File: config.mk
export PLATFORM = sky130hd
export DESIGN_NAME = mpa_axis_regs
export DESIGN_NICKNAME = d
export VERILOG_FILES = /design/src/hw/rtl/mpa_pkg.sv /design/src/hw/rtl/mpa_axis_regs.sv
export SDC_FILE = /design/constraint.sdc
export NUM_CORES = 1
export LEC_CHECK = 0
export ABC_CLOCK_PERIOD_IN_PS = 8500
export BUFFER_PORTS_ARGS = -buffer_cell sky130_fd_sc_hd__buf_4
export CORE_ASPECT_RATIO = 0.6
export CORE_MARGIN = 2
export CORE_UTILIZATION = 60
export DETAILED_ROUTE_END_ITERATION = 6
export PLACE_DENSITY = 0.86
export SYNTH_ARGS = -nofsm -noshare
export SYNTH_HDL_FRONTEND = slang
export SYNTH_SLANG_ARGS = --single-unit
File: constraint.sdc
create_clock -name clk -period 8.5 [get_ports clk]
set_input_delay 0.85 -clock clk [delete_from_list [all_inputs] [get_ports clk]]
set_output_delay 0.85 -clock clk [all_outputs]
set_load 0.01 [all_outputs]
File: src/hw/rtl/mpa_pkg.sv
// shared types and constants for the mirror point across axis unit
// register map codes, field widths, reset values and the axis bundle
// no dependencies
package mpa_pkg;

  localparam int COORD_BITS_DEF = 12;

  localparam int CFG_W   = 14;  // widest config register
  localparam int DIM_W   = 13;  // image width and height
  localparam int DELTA_W = 15;  // end minus start of the axis
  localparam int LEN_W   = 2 * DELTA_W;  // squared axis length
  localparam int OUT_W   = 16;
  localparam int IDX_W   = 3;

  typedef enum logic [IDX_W-1:0] {
    CFG_AXIS_START_X = 3'd0,
    CFG_AXIS_START_Y = 3'd1,
    CFG_AXIS_END_X   = 3'd2,
    CFG_AXIS_END_Y   = 3'd3,
    CFG_IMAGE_WIDTH  = 3'd4,
    CFG_IMAGE_HEIGHT = 3'd5
  } cfg_reg_t;

  localparam logic signed [CFG_W-1:0] AXIS_START_X_RST = 14'sd0;
  localparam logic signed [CFG_W-1:0] AXIS_START_Y_RST = 14'sd0;
  localparam logic signed [CFG_W-1:0] AXIS_END_X_RST   = 14'sd0;
  localparam logic signed [CFG_W-1:0] AXIS_END_Y_RST   = 14'sd4095;
  localparam logic [DIM_W-1:0]        IMAGE_WIDTH_RST  = 13'd4096;
  localparam logic [DIM_W-1:0]        IMAGE_HEIGHT_RST = 13'd4096;

  localparam logic signed [OUT_W-1:0] OUT_MIN = 16'sh8000;
  localparam logic signed [OUT_W-1:0] OUT_MAX = 16'sh7FFF;

  // axis description handed from the config block to the datapath
  typedef struct packed {
    logic signed [CFG_W-1:0]   ax;
    logic signed [CFG_W-1:0]   ay;
    logic signed [DELTA_W-1:0] dx;
    logic signed [DELTA_W-1:0] dy;
    logic [LEN_W-1:0]          len;
    logic                      vertical;
    logic [DIM_W-1:0]          width;
    logic [DIM_W-1:0]          height;
  } axis_t;

endpackage

File: src/hw/rtl/mpa_axis_regs.sv
// configuration registers and derived axis terms (delta, squared length)
// depends on mpa_pkg
module mpa_axis_regs (
  input  logic                       clk,
  input  logic                       rst,
  input  logic                       cfg_we,
  input  logic [mpa_pkg::IDX_W-1:0]  cfg_index,
  input  logic [mpa_pkg::CFG_W-1:0]  cfg_data,
  output mpa_pkg::axis_t             axis
);

  logic signed [mpa_pkg::CFG_W-1:0]     ax;
  logic signed [mpa_pkg::CFG_W-1:0]     ay;
  logic signed [mpa_pkg::CFG_W-1:0]     bx;
  logic signed [mpa_pkg::CFG_W-1:0]     by;
  logic [mpa_pkg::DIM_W-1:0]            width;
  logic [mpa_pkg::DIM_W-1:0]            height;
  logic signed [mpa_pkg::DELTA_W-1:0]   dx;
  logic signed [mpa_pkg::DELTA_W-1:0]   dy;
  logic                                 vertical;
  logic signed [mpa_pkg::LEN_W-1:0]     dxsq;
  logic signed [mpa_pkg::LEN_W-1:0]     dysq;
  logic [mpa_pkg::LEN_W-1:0]            len;

  always_ff @(posedge clk) begin
    if (rst) begin
      ax     <= mpa_pkg::AXIS_START_X_RST;
      ay     <= mpa_pkg::AXIS_START_Y_RST;
      bx     <= mpa_pkg::AXIS_END_X_RST;
      by     <= mpa_pkg::AXIS_END_Y_RST;
      width  <= mpa_pkg::IMAGE_WIDTH_RST;
      height <= mpa_pkg::IMAGE_HEIGHT_RST;
    end else if (cfg_we) begin
      unique case (mpa_pkg::cfg_reg_t'(cfg_index))
        mpa_pkg::CFG_AXIS_START_X: ax     <= $signed(cfg_data);
        mpa_pkg::CFG_AXIS_START_Y: ay     <= $signed(cfg_data);
        mpa_pkg::CFG_AXIS_END_X:   bx     <= $signed(cfg_data);
        mpa_pkg::CFG_AXIS_END_Y:   by     <= $signed(cfg_data);
        mpa_pkg::CFG_IMAGE_WIDTH:  width  <= cfg_data[mpa_pkg::DIM_W-1:0];
        mpa_pkg::CFG_IMAGE_HEIGHT: height <= cfg_data[mpa_pkg::DIM_W-1:0];
        default: ;
      endcase
    end
  end

  // derived terms are registered in turn: delta and vertical flag, then squares, then squared length
  always_ff @(posedge clk) begin
    dx       <= mpa_pkg::DELTA_W'(bx) - mpa_pkg::DELTA_W'(ax);
    dy       <= mpa_pkg::DELTA_W'(by) - mpa_pkg::DELTA_W'(ay);
    vertical <= (bx == ax);
    dxsq     <= dx * dx;
    dysq     <= dy * dy;
    len      <= $unsigned(dxsq + dysq);
  end

  assign axis.ax       = ax;
  assign axis.ay       = ay;
  assign axis.dx       = dx;
  assign axis.dy       = dy;
  assign axis.len      = len;
  assign axis.vertical = vertical;
  assign axis.width    = width;
  assign axis.height   = height;

endmodule

==> impl_metrics.ini <==
[outcome]
status = completed

[logic_synthesis]
yosys_warnings = 0
ys_types = 67
synth_top_flop_cell = dfxtp_1
synthSimpleGateAreaFrac_pct = 12.0
synth_xor_area_share_pct = 4.51
syn_area_per_cell_um2 = 9.11
synth_fp_nets = 3161
ys_seq_area_share_pct = 17.5
synth_compound_area_share_pct = 7.61
synth.top_cell.area_share_pct = 34.4
synth_mux_area_share_pct = 0.0927
ys_ff_latch = 201
yosysMostFrequentCell = inv_1
synth_top_family_by_area = adder cells
synth_area_leaders = fa_1 (34%), dfxtp_1 (18%), ha_1 (13%)
synth.top_cells.by_count = inv_1 (628), fa_1 (394), nand2_1 (321), ha_1 (230), dfxtp_1 (201)
synth_top_area_cell = fa_1
ys_async_sr_fraction_pct = 0
synth_area_um2 = 22900
synth_edf_count = 0
synth_fa_ha_area_share_pct = 46.9
syn_inst = 2517

[clock_tree]
cts_tree = done
cts-root-buf = clkbuf_16
cts_hold_buf = 0
numCtsBuffers = 20
clk_pin_slew_ns = 0.06
cts.repair.resized = 0
cts_buffer_depth = 3
cts_setup_buffers = 0
insertion_delay_ns = 0.54
numClockSinks = 201
h-tree-depth = 1

[worst_setup_path]
timing.rr.end = dysq[28]
reg2reg_depth = 18
worstSetupEndpointType = flop
crit_top_cell = fa_1
rrSetupSlack_ns = 1.54
crit_path_start_kind = flop
worst-endpoint-arrival_ns = 7.42
worst_ep_required_time_ns = 8.96
cp_top_family = adder cells
cp_num_cells = 18
rr_startpoint = dy[14]
cp_slowest_cell = fa_1
path_cells = clkinv_1 > nor2_1 > fa_1 > fa_1 > fa_1 > fa_1 > inv_1 > fa_1 > fa_1 > inv_1 > ha_1 > and3_1 > a221o_1 > a21o_2 > o21bai_1 > a21o_1 > a21oi_1 > xnor2_1
cp_slowest_stage_delay_ns = 0.94
path_max_fanout = 14
path_class = flop to flop
path_buf_inv = 3

[sta]
setup_viol = 0
hold_viol_final = 0
max-slew-margin-rel_pct = 36.6
tightest_slew_ns = 0.947
period_share_pct = 81.9
slew_viol_final = 0
skew_ns = 0.0418
fmax_ghz = 0.144
tns_ns = 0
grt_setup_unrepaired = false
min_period_ns = 6.96

[routing]
highest_layer = met4
firstDrtPassIters = 7
wl_met3_um = 4820
routed_via_density = 5.40
vias = 17000
met2_length_um = 24900
wl_per_cell_um = 16.9
ant_nets = 0
drt_wl_total_um = 53000
drtIter0Drc = 1220
drt-met1-wl_um = 21700
route.detailed.drc = 0

[finish]
multiInputGateArea_um2 = 16300
drive_gt1_share_pct = 7.45
area_delta_synth_final_pct = 9.10
n_antenna_cell = 0
layout.area.seq_um2 = 4020
nets = 3262
fillCellCount = 2954

[floorplanning]
dieArea_um2 = 39900
die_h_um = 155
initial_core_util_pct = 60.8
ioPinCount = 135
core_um2 = 37700
die_w_um = 256
rows = 55

[place]
portBuffers = 134
hpwlAfterDp_um = 43700
place_congestion = 0.893

[min_path]
hp-class = flop to flop
holdPathEnd = height[8]
hold_path.startpoint = height[8]
holdPathStages = 2

[global_route]
grt_pass1_wl_um = 88200
antenna_found_initial = 1
overflow = 0
grt_start_max_net_pins = 83
groute.usage.overall_pct = 27.5
grt_pass1_vias = 18200

[run]
drv_cap = 0
## worst min-delay path, cell delays in order, from the launching register on
cell	delay (ns)
dfxtp_1	0.31
nand2_1	0.05
a21oi_1	0.06
## layer usage
metal	vias to the layer above	GRT usage, %
met3	113	5.83
li1	7777	-
met4	0	8.78
met1	8383	36.1
met2	703	46.0
met5	-	0
## worst max path at each step
stage,startpoint,endpoint
after global routing,dx[8],dxsq[29]
final,dy[14],dysq[28]
after floorplan,dy[3],dysq[28]
after global placement,dx[8],dxsq[29]
after detailed placement,dy[14],dysq[28]
after CTS,dy[14],dysq[28]
## cells by family (layout without fill, tap and decap cells)
group                    after synthesis  in the layout
AO/OA/AOI/OAI                        271            271
buffers and inverters                690            803
multiplexers                           2              2
adder cells (fa/ha/maj)              624            624
flip-flops                           201            201
AND/OR/NAND/NOR                      611            611
XOR/XNOR                             118            118
## cell usage in the layout (no fill, tap or decap), types with 4 or more instances in the layout
master | synthesis | routed
a211oi_1 | 7 | 7
a21boi_1 | 7 | 7
a21o_1 | 24 | 24
a21oi_1 | 117 | 117
a31o_2 | 6 | 6
a31oi_1 | 5 | 5
and2_1 | 73 | 73
and3_1 | 10 | 10
buf_4 | 1 | 140
clkbuf_1 | 58 | 4
clkbuf_16 | 0 | 20
clkinv_2 | 0 | 4
dfxtp_1 | 201 | 201
fa_1 | 394 | 394
ha_1 | 230 | 230
inv_1 | 628 | 628
nand2_1 | 321 | 321
nand2b_1 | 8 | 8
nand3_1 | 13 | 13
nand3b_1 | 15 | 15
nand4_1 | 4 | 4
nor2_1 | 106 | 106
nor2b_1 | 20 | 20
nor3_1 | 17 | 17
o21a_1 | 19 | 19
o21ai_0 | 21 | 21
o21ai_1 | 21 | 21
o21bai_1 | 7 | 7
or3_1 | 7 | 7
xnor2_1 | 94 | 94
xor2_1 | 24 | 24
## metrics by stage
step | area, µm² | hold WS (ns) | setup WS, ns | cells | util [%]
detailed placement | 24400 | 0.450 | 1.72 | 3109 | 64.7
finish | 25000 | 0.461 | 1.54 | 3143 | 66.4
global route | 25000 | 0.475 | 1.34 | 3143 | 66.4
global placement | 24400 | 0.442 | 1.94 | 3109 | 64.7
floorplan | 22900 | 0.420 | 2.30 | 2517 | -
CTS | 25000 | 0.460 | 1.65 | 3143 | 66.4
## final cells by class
| class | instances | share of cell area (%) |
|---|---|---|
| clock buffers | 24 | 2.06 |
| well taps | 513 | 2.56 |
| flip-flops and latches | 201 | 16.1 |
| inverters | 629 | 9.43 |
| repair buffers | 140 | 4.20 |
| clock inverters | 10 | 0.445 |
| multi-input cells | 1626 | 65.2 |
## sequential cells by signal, indices dropped and copies added (netlist names), 13 cells and up
name,flops
by,14
dxsq,29
ax,14
dysq,29
dy,15
dx,15
ay,14
width,13
height,13
len,30
bx,14
Power is left out: the tool's default activity adds up to more than one toggle a clock period on the data nets, which glitch-free logic cannot reach.
