--- config.mk ---
export PLATFORM = sky130hd
export DESIGN_NAME = mpa_div_stage
export DESIGN_NICKNAME = d
export VERILOG_FILES = /design/src/hw/rtl/mpa_pkg.sv /design/src/hw/rtl/mpa_div_stage.sv
export SDC_FILE = /design/constraint.sdc
export NUM_CORES = 1
export LEC_CHECK = 0
export BUFFER_PORTS_ARGS = -buffer_cell sky130_fd_sc_hd__buf_2
export CELL_PAD_IN_SITES_DETAIL_PLACEMENT = 0
export CELL_PAD_IN_SITES_GLOBAL_PLACEMENT = 1
export CORE_MARGIN = 2
export CORE_UTILIZATION = 40
export DETAILED_ROUTE_END_ITERATION = 8
export GPL_ROUTABILITY_DRIVEN = 1
export GPL_TIMING_DRIVEN = 0
export PLACE_DENSITY = 0.95
export SYNTH_ARGS = -nofsm -noshare
export SYNTH_HDL_FRONTEND = slang
export SYNTH_SLANG_ARGS = --single-unit
--- constraint.sdc ---
create_clock -name clk -period 8.6 [get_ports clk]
set_input_delay 1.72 -clock clk [delete_from_list [all_inputs] [get_ports clk]]
set_output_delay 1.72 -clock clk [all_outputs]
set_load 0.02 [all_outputs]
--- src/hw/rtl/mpa_pkg.sv ---
// shared types and constants for the mirror point across axis unit
// register map codes, field widths, reset values and the axis bundle
// no dependencies
package mpa_pkg;

  localparam int COORD_BITS_DEF = 12;

  localparam int CFG_W   = 14;  // widest config register
  localparam int DIM_W   = 13;  // image width and height
  localparam int DELTA_W = 15;  // end minus start of the axis
  localparam int LEN_W   = 2 * DELTA_W;  // squared axis length
  localparam int OUT_W   = 16;
  localparam int IDX_W   = 3;

  typedef enum logic [IDX_W-1:0] {
    CFG_AXIS_START_X = 3'd0,
    CFG_AXIS_START_Y = 3'd1,
    CFG_AXIS_END_X   = 3'd2,
    CFG_AXIS_END_Y   = 3'd3,
    CFG_IMAGE_WIDTH  = 3'd4,
    CFG_IMAGE_HEIGHT = 3'd5
  } cfg_reg_t;

  localparam logic signed [CFG_W-1:0] AXIS_START_X_RST = 14'sd0;
  localparam logic signed [CFG_W-1:0] AXIS_START_Y_RST = 14'sd0;
  localparam logic signed [CFG_W-1:0] AXIS_END_X_RST   = 14'sd0;
  localparam logic signed [CFG_W-1:0] AXIS_END_Y_RST   = 14'sd4095;
  localparam logic [DIM_W-1:0]        IMAGE_WIDTH_RST  = 13'd4096;
  localparam logic [DIM_W-1:0]        IMAGE_HEIGHT_RST = 13'd4096;

  localparam logic signed [OUT_W-1:0] OUT_MIN = 16'sh8000;
  localparam logic signed [OUT_W-1:0] OUT_MAX = 16'sh7FFF;

  // axis description handed from the config block to the datapath
  typedef struct packed {
    logic signed [CFG_W-1:0]   ax;
    logic signed [CFG_W-1:0]   ay;
    logic signed [DELTA_W-1:0] dx;
    logic signed [DELTA_W-1:0] dy;
    logic [LEN_W-1:0]          len;
    logic                      vertical;
    logic [DIM_W-1:0]          width;
    logic [DIM_W-1:0]          height;
  } axis_t;

endpackage

--- src/hw/rtl/mpa_div_stage.sv ---
// one restoring divider stage: resolves a single quotient bit per cycle while en is high
// depends on mpa_pkg
module mpa_div_stage #(
  parameter int RW    = 46,
  parameter int QB    = 16,
  parameter int SHIFT = 0
) (
  input  logic                       clk,
  input  logic                       en,
  input  logic [RW-1:0]              rem_in,
  input  logic [QB-1:0]              q_in,
  input  logic [mpa_pkg::LEN_W-1:0]  divisor,
  output logic [RW-1:0]              rem_out,
  output logic [QB-1:0]              q_out
);

  localparam int CW = (RW > mpa_pkg::LEN_W + SHIFT) ? RW : mpa_pkg::LEN_W + SHIFT;

  logic [CW-1:0] rem_w;
  logic [CW-1:0] sh;
  logic [CW-1:0] diff;
  logic          ge;

  assign rem_w = CW'(rem_in);
  assign sh    = CW'(divisor) << SHIFT;
  assign ge    = (rem_w >= sh);
  assign diff  = rem_w - sh;

  always_ff @(posedge clk) begin
    if (en) begin
      rem_out <= ge ? RW'(diff) : rem_in;
      q_out   <= {q_in[QB-2:0], ge};
    end
  end

endmodule

==> flow_summary.ini, run 1 <==
[status]
status = completed

[die]
dieArea_um2 = 11600
fp.dieW_um = 108
core_area_um2 = 10400
row_count = 37
pin_count = 156
start_util_pct = 41.4
fp.dieH_um = 108

[logic_synthesis]
synthXorXnorAreaFrac_pct = 8.73
synthSimpleGateAreaFrac_pct = 16.0
synthAdderAreaFrac_pct = 9.17
yosysTopAreaCell = edfxtp_1
synth_top_family_by_area = compound AO/OA/AOI/OAI gates
yosysUniqueCellTypes = 48
yosys_register_bits = 62
syn_inst = 456
netlist_top_cells_area = edfxtp_1, ha_1, a21oi_1
synth_most_common_cell = edfxtp_1
synth_fp_nets = 581
yosys_most_used_dff = edfxtp_1
synth-seq-area-share_pct = 43.2
syn_avg_cell_area_um2 = 9.46
syn_area_um2 = 4310
synth_edf_count = 62
synth_common_cells = edfxtp_1, a21oi_1, nor2_1
synth_mux_area_share_pct = 0.261
synth_compound_area_share_pct = 17.4
ys_warn_count = 0
synth_top_area_share_pct = 43.2
async_flop_share_pct = 0

[grt]
grt_pass1_wl_um = 19000
antenna_found_initial = 0
grt_usage_pct = 20.9
grt_max_degree = 63
overflow = 0
grt_pass1_vias = 3996

[layout]
nNetsFinal = 746
finalInstanceArea_um2 = 5410
insertedDiodeCount = 0
drive_gt1_share_pct = 28.6
fin_util_pct = 52.0
fillers = 999
synthToLayoutAreaGrowth_pct = 25.5

[clocking]
tritoncts = done
cts_hold_buf = 0
cts_repair_resize_count = 0
cts-htree-levels = 3
cts-root-buf = clkbuf_8
clkSinkCount = 62
cts_buffers = 9
postCtsSetupBuffers = 0
clk_pin_slew_ps = 70
clock_path_buffers = 2

[place]
dp_hpwl_um = 9200
place_area_um2 = 5250
io_buffers = 154
gp_congestion = 0.869
place_ws_ps = 3550

[drt]
vias_per_cell = 5.28
drt-total-wl_um = 11800
drc_errors = 0
via_count = 4021
drt_first_pass_iters = 4
wire_per_inst_um = 15.5
antenna_left = 0
drtIter0Drc = 203

[critical_path]
cp.arrival_ps = 4800
max_stage_delay_ps = 690
cp.required_ps = 8700
slowest_stage = o31ai_1
end_kind = register
path_buf_inv = 3
start_kind = primary input
cpLargestDelayFamily = compound AO/OA/AOI/OAI gates
cp_cell_sequence = buf_2, inv_1, ha_1, inv_1, fa_1, a21oi_1, o22ai_1, o31ai_1, o21ai_0, a21oi_1, o21ai_0, nand3b_1, xnor2_1
crit_type = primary input to register
path_max_fanout = 5

[power_and_ir_drop]
clockPowerShare_pct = 24.9
peakVddDrop_mv = 0.0710
combPwrFrac_pct = 31.5
netSwitchingPower_mw = 0.301
p_sw_share_pct = 33.8
p_leak_nw = 2.41
p_seq_share_pct = 43.6
internal_power_mw = 0.589
powerDensity_nw_per_um2 = 164

[flow_run]
max_cap_violations = 0

[sta]
timing.final.crit_share_pct = 54.7
worstMarginPinSlew_ps = 817
whs_ps = 1550
drv_slew = 0
timing.fmax_mhz = 212
layout_min_cycle_time_ps = 4710
report.final.setup_viol = 0
tns_ps = 0
setup_slack_ps = 3890
grt_setup_unrepaired = no
hold_viol_final = 0
slew_headroom_pct = 45.0

[worst_hold_path]
hp-class = primary input to register
## area by class of cell
| type | instances | area [µm²] | area share, % |
|---|---|---|---|
| repair buffers | 154 | 773 | 14.3 |
| flip-flops and latches | 62 | 1860 | 34.4 |
| clock inverters | 5 | 26.3 | 0.485 |
| well taps | 136 | 170 | 3.14 |
| multi-input cells | 340 | 2220 | 41.1 |
| inverters | 42 | 160 | 2.96 |
| plain buffers | 12 | 66.3 | 1.22 |
| clock buffers | 11 | 131 | 2.43 |
## per-layer routing
layer	share of wire (%)	up-vias	global-route usage, %
li1	-	1991	-
met1	45	1876	27.3
met2	47	141	35.0
met3	6.2	13	4.00
met4	1.6	0	6.14
met5	0	-	0
## stage by stage
stage,instances,power [mW]
floorplan,456,0.578
global route,762,0.942
finish,762,0.891
detailed placement,746,0.676
global placement,746,0.671
CTS,762,0.898
## power groups by stage
stage | Combinational (mW) | Sequential [mW] | Clock [mW]
3_5_place_dp | 0.280 | 0.395 | 0
6_report | 0.281 | 0.389 | 0.221
5_1_grt | 0.311 | 0.392 | 0.239
2_1_floorplan | 0.132 | 0.446 | 0
4_1_cts | 0.282 | 0.390 | 0.227
3_3_place_gp | 0.277 | 0.395 | 0
## flip-flops by register name (all words and copies together), names as in the netlist
signal / flops
rem_out: 46
q_out: 16
## layout by cell type (no fill, tap or decap), drive strengths merged, types with 9 or more instances in the layout
cell / netlist / routed
a21oi: 55 / 55
buf: 7 / 161
clkbuf: 5 / 16
edfxtp: 62 / 62
ha: 30 / 30
inv: 42 / 42
nand2: 38 / 38
nand3: 9 / 9
nand4: 11 / 11
nor2: 49 / 49
o21ai: 21 / 21
o21bai: 10 / 10
xnor2: 24 / 24
xor2: 19 / 19
## logic make-up (layout without fill, tap and decap cells)
| family | Yosys count | count (layout) |
|---|---|---|
| AO/OA/AOI/OAI | 123 | 123 |
| buffers and inverters | 54 | 224 |
| adder cells (fa/ha/maj) | 31 | 31 |
| flip-flops | 62 | 62 |
| XOR/XNOR | 43 | 43 |
| AND/OR/NAND/NOR | 142 | 142 |
| multiplexers | 1 | 1 |
## final timing paths
kind | startpoint | to | slack, ps | cells after the start
setup / recovery | rem_in[0] | rem_out[44] | 3890 | 13
hold / removal | q_in[4] | q_out[5] | 1550 | 1
Note: power is estimated with default switching activity, not from simulation.
==> run 2: changes to the inputs <==
--- a/config.mk
+++ b/config.mk
@@ -5,15 +5,16 @@
 export SDC_FILE = /design/constraint.sdc
 export NUM_CORES = 1
 export LEC_CHECK = 0
+export ABC_AREA = 1
 export BUFFER_PORTS_ARGS = -buffer_cell sky130_fd_sc_hd__buf_2
 export CELL_PAD_IN_SITES_DETAIL_PLACEMENT = 0
 export CELL_PAD_IN_SITES_GLOBAL_PLACEMENT = 1
 export CORE_MARGIN = 2
-export CORE_UTILIZATION = 40
+export CORE_UTILIZATION = 37
 export DETAILED_ROUTE_END_ITERATION = 8
 export GPL_ROUTABILITY_DRIVEN = 1
 export GPL_TIMING_DRIVEN = 0
-export PLACE_DENSITY = 0.95
+export PLACE_DENSITY = 0.93
 export SYNTH_ARGS = -nofsm -noshare
 export SYNTH_HDL_FRONTEND = slang
 export SYNTH_SLANG_ARGS = --single-unit
==> constraint.sdc (replaced) <==
create_clock -name clk -period 4.4 [get_ports clk]
set_input_delay 0.88 -clock clk [delete_from_list [all_inputs] [get_ports clk]]
set_output_delay 0.88 -clock clk [all_outputs]
set_load 0.02 [all_outputs]
==> run 2 against run 1 <==
Synthesized cell count grew 89%. Wire length grew 52%. Critical path depth grew 3. Critical path type unchanged. Largest cell class unchanged.
==> flow_summary.ini, run 2 <==
[logic_synthesis]
syn_inst = 862
netlist_top_cells_area = edfxtp_1, nand2_1, inv_1
synth_compound_area_share_pct = 7.28
synth_mux_area_share_pct = 0
synthXorXnorAreaFrac_pct = 2.90
synth_common_cells = nand2_1, inv_1, nor2_1
syn_avg_cell_area_um2 = 6.66
yosys_most_used_dff = edfxtp_1
synth_most_common_cell = nand2_1
yosys_register_bits = 62
syn_area_um2 = 5740
synthSimpleGateAreaFrac_pct = 37.1
synth-seq-area-share_pct = 32.4
synth_top_area_share_pct = 32.4
synth_fp_nets = 987
synth_edf_count = 62
synth_top_family_by_area = simple AND/OR/NAND/NOR gates
synthAdderAreaFrac_pct = 6.88
yosysTopAreaCell = edfxtp_1
ys_warn_count = 0
async_flop_share_pct = 0
yosysUniqueCellTypes = 31

[critical_path]
crit_top_cell = nand2_1
end_kind = register
cp_cell_sequence = buf_2, inv_1, ha_1, inv_1, fa_1, nand3_1, nand3_2, nand2_1, nand2_1, nand2_1, nand2_2, nand2_4, nand2_4, nor2_8, buf_6, o21ai_2
path_max_fanout = 10
start_kind = primary input
cp-startpoint = rem_in[0]
crit_type = primary input to register
max_stage_delay_ps = 460
cp.required_ps = 4490
slowest_stage = fa_1
cp.arrival_ps = 3120

[power_and_ir_drop]
power_mw = 2.14
p_sw_share_pct = 34.0
netSwitchingPower_mw = 0.727
peakVddDrop_mv = 0.181
clockPowerShare_pct = 33.6
p_seq_share_pct = 35.3
p_leak_nw = 3.78
internal_power_mw = 1.41
combPwrFrac_pct = 31.1
powerDensity_nw_per_um2 = 303

[clocking]
cts-htree-levels = 3
clkSinkCount = 62
cts_repair_resize_count = 0
clock_path_buffers = 2
cts-root-buf = clkbuf_16
postCtsSetupBuffers = 0
clk_pin_slew_ps = 60
cts_buffers = 9
tritoncts = done
cts_hold_buf = 0

[grt]
grt_pass1_vias = 5408
grt_pass1_wl_um = 27800
overflow = 0
antenna_found_initial = 0
grt_max_degree = 63
grt_usage_pct = 22.3

[flow_run]
max_cap_violations = 0

[die]
start_util_pct = 37.8
fp.dieW_um = 129
pin_count = 156
row_count = 45
fp.dieH_um = 129
dieArea_um2 = 16500
core_area_um2 = 15200

[drt]
vias_per_cell = 4.67
antenna_left = 0
drtIter0Drc = 256
wire_per_inst_um = 14.7
drc_errors = 0
via_count = 5693
drt-total-wl_um = 17900
drt_first_pass_iters = 8

[layout]
multi_input_area_um2 = 3110
final_common_cell = nand2_1
top_register = rem_out
ff_latch_area_um2 = 1860
largest_reg_flops = 46
synthToLayoutAreaGrowth_pct = 22.8
nNetsFinal = 1152
finalInstanceArea_um2 = 7050
insertedDiodeCount = 0
drive_gt1_share_pct = 22.2
fillers = 1653
reg_top3 = rem_out: 46 flops, q_out: 16 flops
final_cell_mix = nand2_1, inv_1, buf_2, nor2_1, edfxtp_1

[place]
gp_congestion = 0.925
dp_hpwl_um = 14700
place_area_um2 = 6750
io_buffers = 154

[sta]
timing.final.crit_share_pct = 68.8
drv_slew = 0
grt_setup_unrepaired = no
layout_min_cycle_time_ps = 3030
tns_ps = 0
worstMarginPinSlew_ps = 833
hold_viol_final = 0
report.final.setup_viol = 0
slew_headroom_pct = 44.5
timing.fmax_mhz = 330

[worst_hold_path]
hp-class = primary input to register
hp-start = q_in[14]
hold_end = q_out[15]
hold_depth = 1

[status]
status = completed
-- run 2: cell types whose count changed after synthesis, sizes merged, moves of 10 or more --
cell    delta
a21oi     -20
inv      +141
nand2    +299
nand3     +48
nand3b    +10
nor2      +23
xor2      -16
-- run 2: routing by layer --
metal	routed length, µm	up-vias	track usage (%)
li1	-	3001	-
met1	8750	2512	31.0
met2	7750	160	35.0
met3	1030	20	3.49
met4	398	0	8.25
met5	0	-	0
-- run 2: power groups by stage --
stage	clock, mW	sequential [mW]	combinational (mW)
2_1_floorplan	0	0.862	0.345
3_3_place_gp	0	0.764	0.664
3_5_place_dp	0	0.767	0.665
4_1_cts	0.740	0.756	0.669
5_1_grt	0.763	0.761	0.740
6_report	0.720	0.754	0.665
-- run 2: per-stage QoR --
step | worst slack, ps | utilization [%] | hold slack, ps | std cells
after floorplan | 1570 | - | 979 | 862
after global placement | 1000 | 44.4 | 1060 | 1204
after detailed placement | 992 | 44.4 | 1060 | 1204
after CTS | 1360 | 46.4 | 694 | 1220
after global routing | 1240 | 46.4 | 694 | 1220
final | 1370 | 46.4 | 708 | 1220
-- run 2: layout make-up --
type	instances	share of cell area (%)
buffer	7	1.17
clock buffer	9	3.19
clock inverter	7	1.05
inverter	183	9.74
multi-input combinational	610	44.1
sequential	62	26.4
tap	188	3.34
timing repair buffer	154	11.0
-- run 2: critical path, delay by kind of cell --
family	cells	cell delay, ps
adder cells (fa/ha/maj)	2	590
AO/OA/AOI/OAI	1	70
buffers and inverters	4	440
AND/OR/NAND/NOR	9	1090
-- run 2: worst max path at each step --
stage          slack [ps]  cells after the start          end
6_report             1370                     16   rem_out[2]
5_1_grt              1240                     16   rem_out[3]
4_1_cts              1360                     16   rem_out[3]
3_5_place_dp          990                     16   rem_out[3]
3_3_place_gp         1000                     16   rem_out[3]
2_1_floorplan        1570                     15  rem_out[11]
-- run 2: kinds of logic after synthesis --
logic type               after synthesis
AND/OR/NAND/NOR                      500
buffers and inverters                190
flip-flops                            62
AO/OA/AOI/OAI                         60
adder cells (fa/ha/maj)               31
XOR/XNOR                              19
==> run 3: changes to the inputs <==
--- a/config.mk
+++ b/config.mk
@@ -5,16 +5,16 @@
 export SDC_FILE = /design/constraint.sdc
 export NUM_CORES = 1
 export LEC_CHECK = 0
-export ABC_AREA = 1
+export ABC_AREA = 0
 export BUFFER_PORTS_ARGS = -buffer_cell sky130_fd_sc_hd__buf_2
 export CELL_PAD_IN_SITES_DETAIL_PLACEMENT = 0
 export CELL_PAD_IN_SITES_GLOBAL_PLACEMENT = 1
 export CORE_MARGIN = 2
-export CORE_UTILIZATION = 37
+export CORE_UTILIZATION = 34
 export DETAILED_ROUTE_END_ITERATION = 8
 export GPL_ROUTABILITY_DRIVEN = 1
 export GPL_TIMING_DRIVEN = 0
-export PLACE_DENSITY = 0.93
+export PLACE_DENSITY = 0.9
 export SYNTH_ARGS = -nofsm -noshare
 export SYNTH_HDL_FRONTEND = slang
 export SYNTH_SLANG_ARGS = --single-unit
==> constraint.sdc (replaced) <==
create_clock -name clk -period 2.6 [get_ports clk]
set_input_delay 0.52 -clock clk [delete_from_list [all_inputs] [get_ports clk]]
set_output_delay 0.52 -clock clk [all_outputs]
set_load 0.02 [all_outputs]
==> run 3 against run 2 <==
The flow now finishes with violations (setup timing). First-iteration DRC count shrank 8.6%. Global-route usage shrank 2.8 points. Cell count shrank 32%. Utilization grew 6.0 points. Design area shrank 7.1%. Count of clock-buffer cells in the layout is the same. Critical endpoint is now rem_out[41].
==> flow_summary.ini, run 3 (same netlist as run 1, synthesis figures left out) <==
[drt]
drt_first_pass_iters = 4
drt-total-wl_um = 13300
drtIter0Drc = 234
vias_per_cell = 5.11
via_count = 4213
wire_per_inst_um = 16.1
antenna_left = 0
drc_errors = 0

[grt]
grt_pass1_wl_um = 20400
globalRouteMet1Util_pct = 24.0
grt_pass1_vias = 4239
gr-usage-met3_pct = 3.63
met2_usage_pct = 34.0
busiest_layer = met2
grt_max_degree = 63
grt_usage_pct = 19.5
overflow = 0
antenna_found_initial = 0

[clocking]
tritoncts = done
clkSinkCount = 62
cts_buffers = 9
clk_pin_slew_ps = 50
clock_path_buffers = 2
cts-root-buf = clkbuf_16
cts-htree-levels = 3

[layout]
insertedDiodeCount = 0
drive_gt1_share_pct = 46.2
synthToLayoutAreaGrowth_pct = 52.0
finalInstanceArea_um2 = 6550
top_register = rem_out
final_common_cell = buf_2
reg_top3 = rem_out: 46 flops, q_out: 16 flops
nNetsFinal = 773
final_cell_mix = buf_2, edfxtp_1, a21oi_1, inv_1, nand2_1
largest_reg_flops = 46

[sta]
grt_setup_unrepaired = yes
hold_viol_final = 0
timing.fmax_mhz = 357
whs_ps = 369
slew_headroom_pct = 45.2
setup_slack_ps = -203
layout_min_cycle_time_ps = 2800
drv_slew = 0
worstMarginPinSlew_ps = 823
report.final.setup_viol = 47
timing.final.crit_share_pct = 108

[status]
failed_checks = setup timing
status = complete, but fails checks

[power_and_ir_drop]
power_mw = 3.59
powerDensity_nw_per_um2 = 548
p_leak_nw = 2.80
peakVddDrop_mv = 0.261

[critical_path]
crit_type = primary input to register
cp.arrival_ps = 2880
cp-startpoint = rem_in[34]
start_kind = primary input
cp.required_ps = 2670
end_kind = register
path_max_fanout = 5

[die]
start_util_pct = 34.5
fp.dieH_um = 117
fp.dieW_um = 117
core_area_um2 = 12500
pin_count = 156
dieArea_um2 = 13600
row_count = 41

[place]
io_buffers = 154
gp_congestion = 0.862
place_area_um2 = 5380
dp_hpwl_um = 9430

[worst_hold_path]
hp-start = q_in[13]
hp-class = primary input to register

[flow_run]
max_cap_violations = 0
## run 3: changes by cell type in the layout (fill, tap and decap cells not counted), moves of 16 or more
cell / delta
inv_1: -142
a21oi_1: +21
nand3_1: -49
nor2_1: -38
nand2_1: -294
buf_4: +22
xor2_1: +16
## run 3: worst paths after layout
check,endpoint,depth (start not counted)
max,rem_out[41],11
min,q_out[14],1
## run 3: power breakdown
group	switching (mW)	total [mW]	internal, mW
clock	0.442	1.18	0.734
combinational	0.661	1.12	0.461
sequential	0.0298	1.29	1.26
total	1.13	3.59	2.46
## run 3: area by class of cell
cell class | count | area [µm²]
Tap cell | 172 | 215
Clock inverter | 7 | 65.1
Timing Repair Buffer | 184 | 1110
Buffer | 8 | 120
Sequential cell | 62 | 1860
Inverter | 42 | 165
Timing Repair inverter | 1 | 11.3
Clock buffer | 9 | 225
Fill cell | 1149 | 5960
Multi-Input combinational cell | 340 | 2780
## run 3: stage by stage
step / utilization (%) / worst slack [ps] / instances / setup TNS [ps]
2_1_floorplan: - / -318 / 456 / -11310
3_3_place_gp: 43.0 / -962 / 782 / -35930
3_5_place_dp: 43.0 / -971 / 782 / -36820
4_1_cts: 50.0 / -209 / 820 / -6970
5_1_grt: 52.4 / -298 / 825 / -10840
6_report: 52.4 / -203 / 825 / -6800
## run 3: what timing repair did
action	in CTS	in global routing
buffers inserted	22	5
cloned	3	1
hold buffers	0	0
pin swaps	30	19
setup endpoints to repair	47	47
gates resized for setup	92	61
## run 3: worst max-delay path: stages
cell and delay [ps]:
buf_4 130, or4_4 520, nand2b_4 160, or4_4 450
a211oi_4 260, a21boi_2 200, nand2b_4 230, inv_8 70
buf_6 120, nand4b_1 110, xnor2_1 90
## run 3: routing by layer
layer,routed length [µm],share of wire (%),up-vias
met5,0,0,-
met4,331,2.5,0
met3,790,5.9,26
met2,6530,49,161
met1,5650,42,1985
li1,-,-,2041
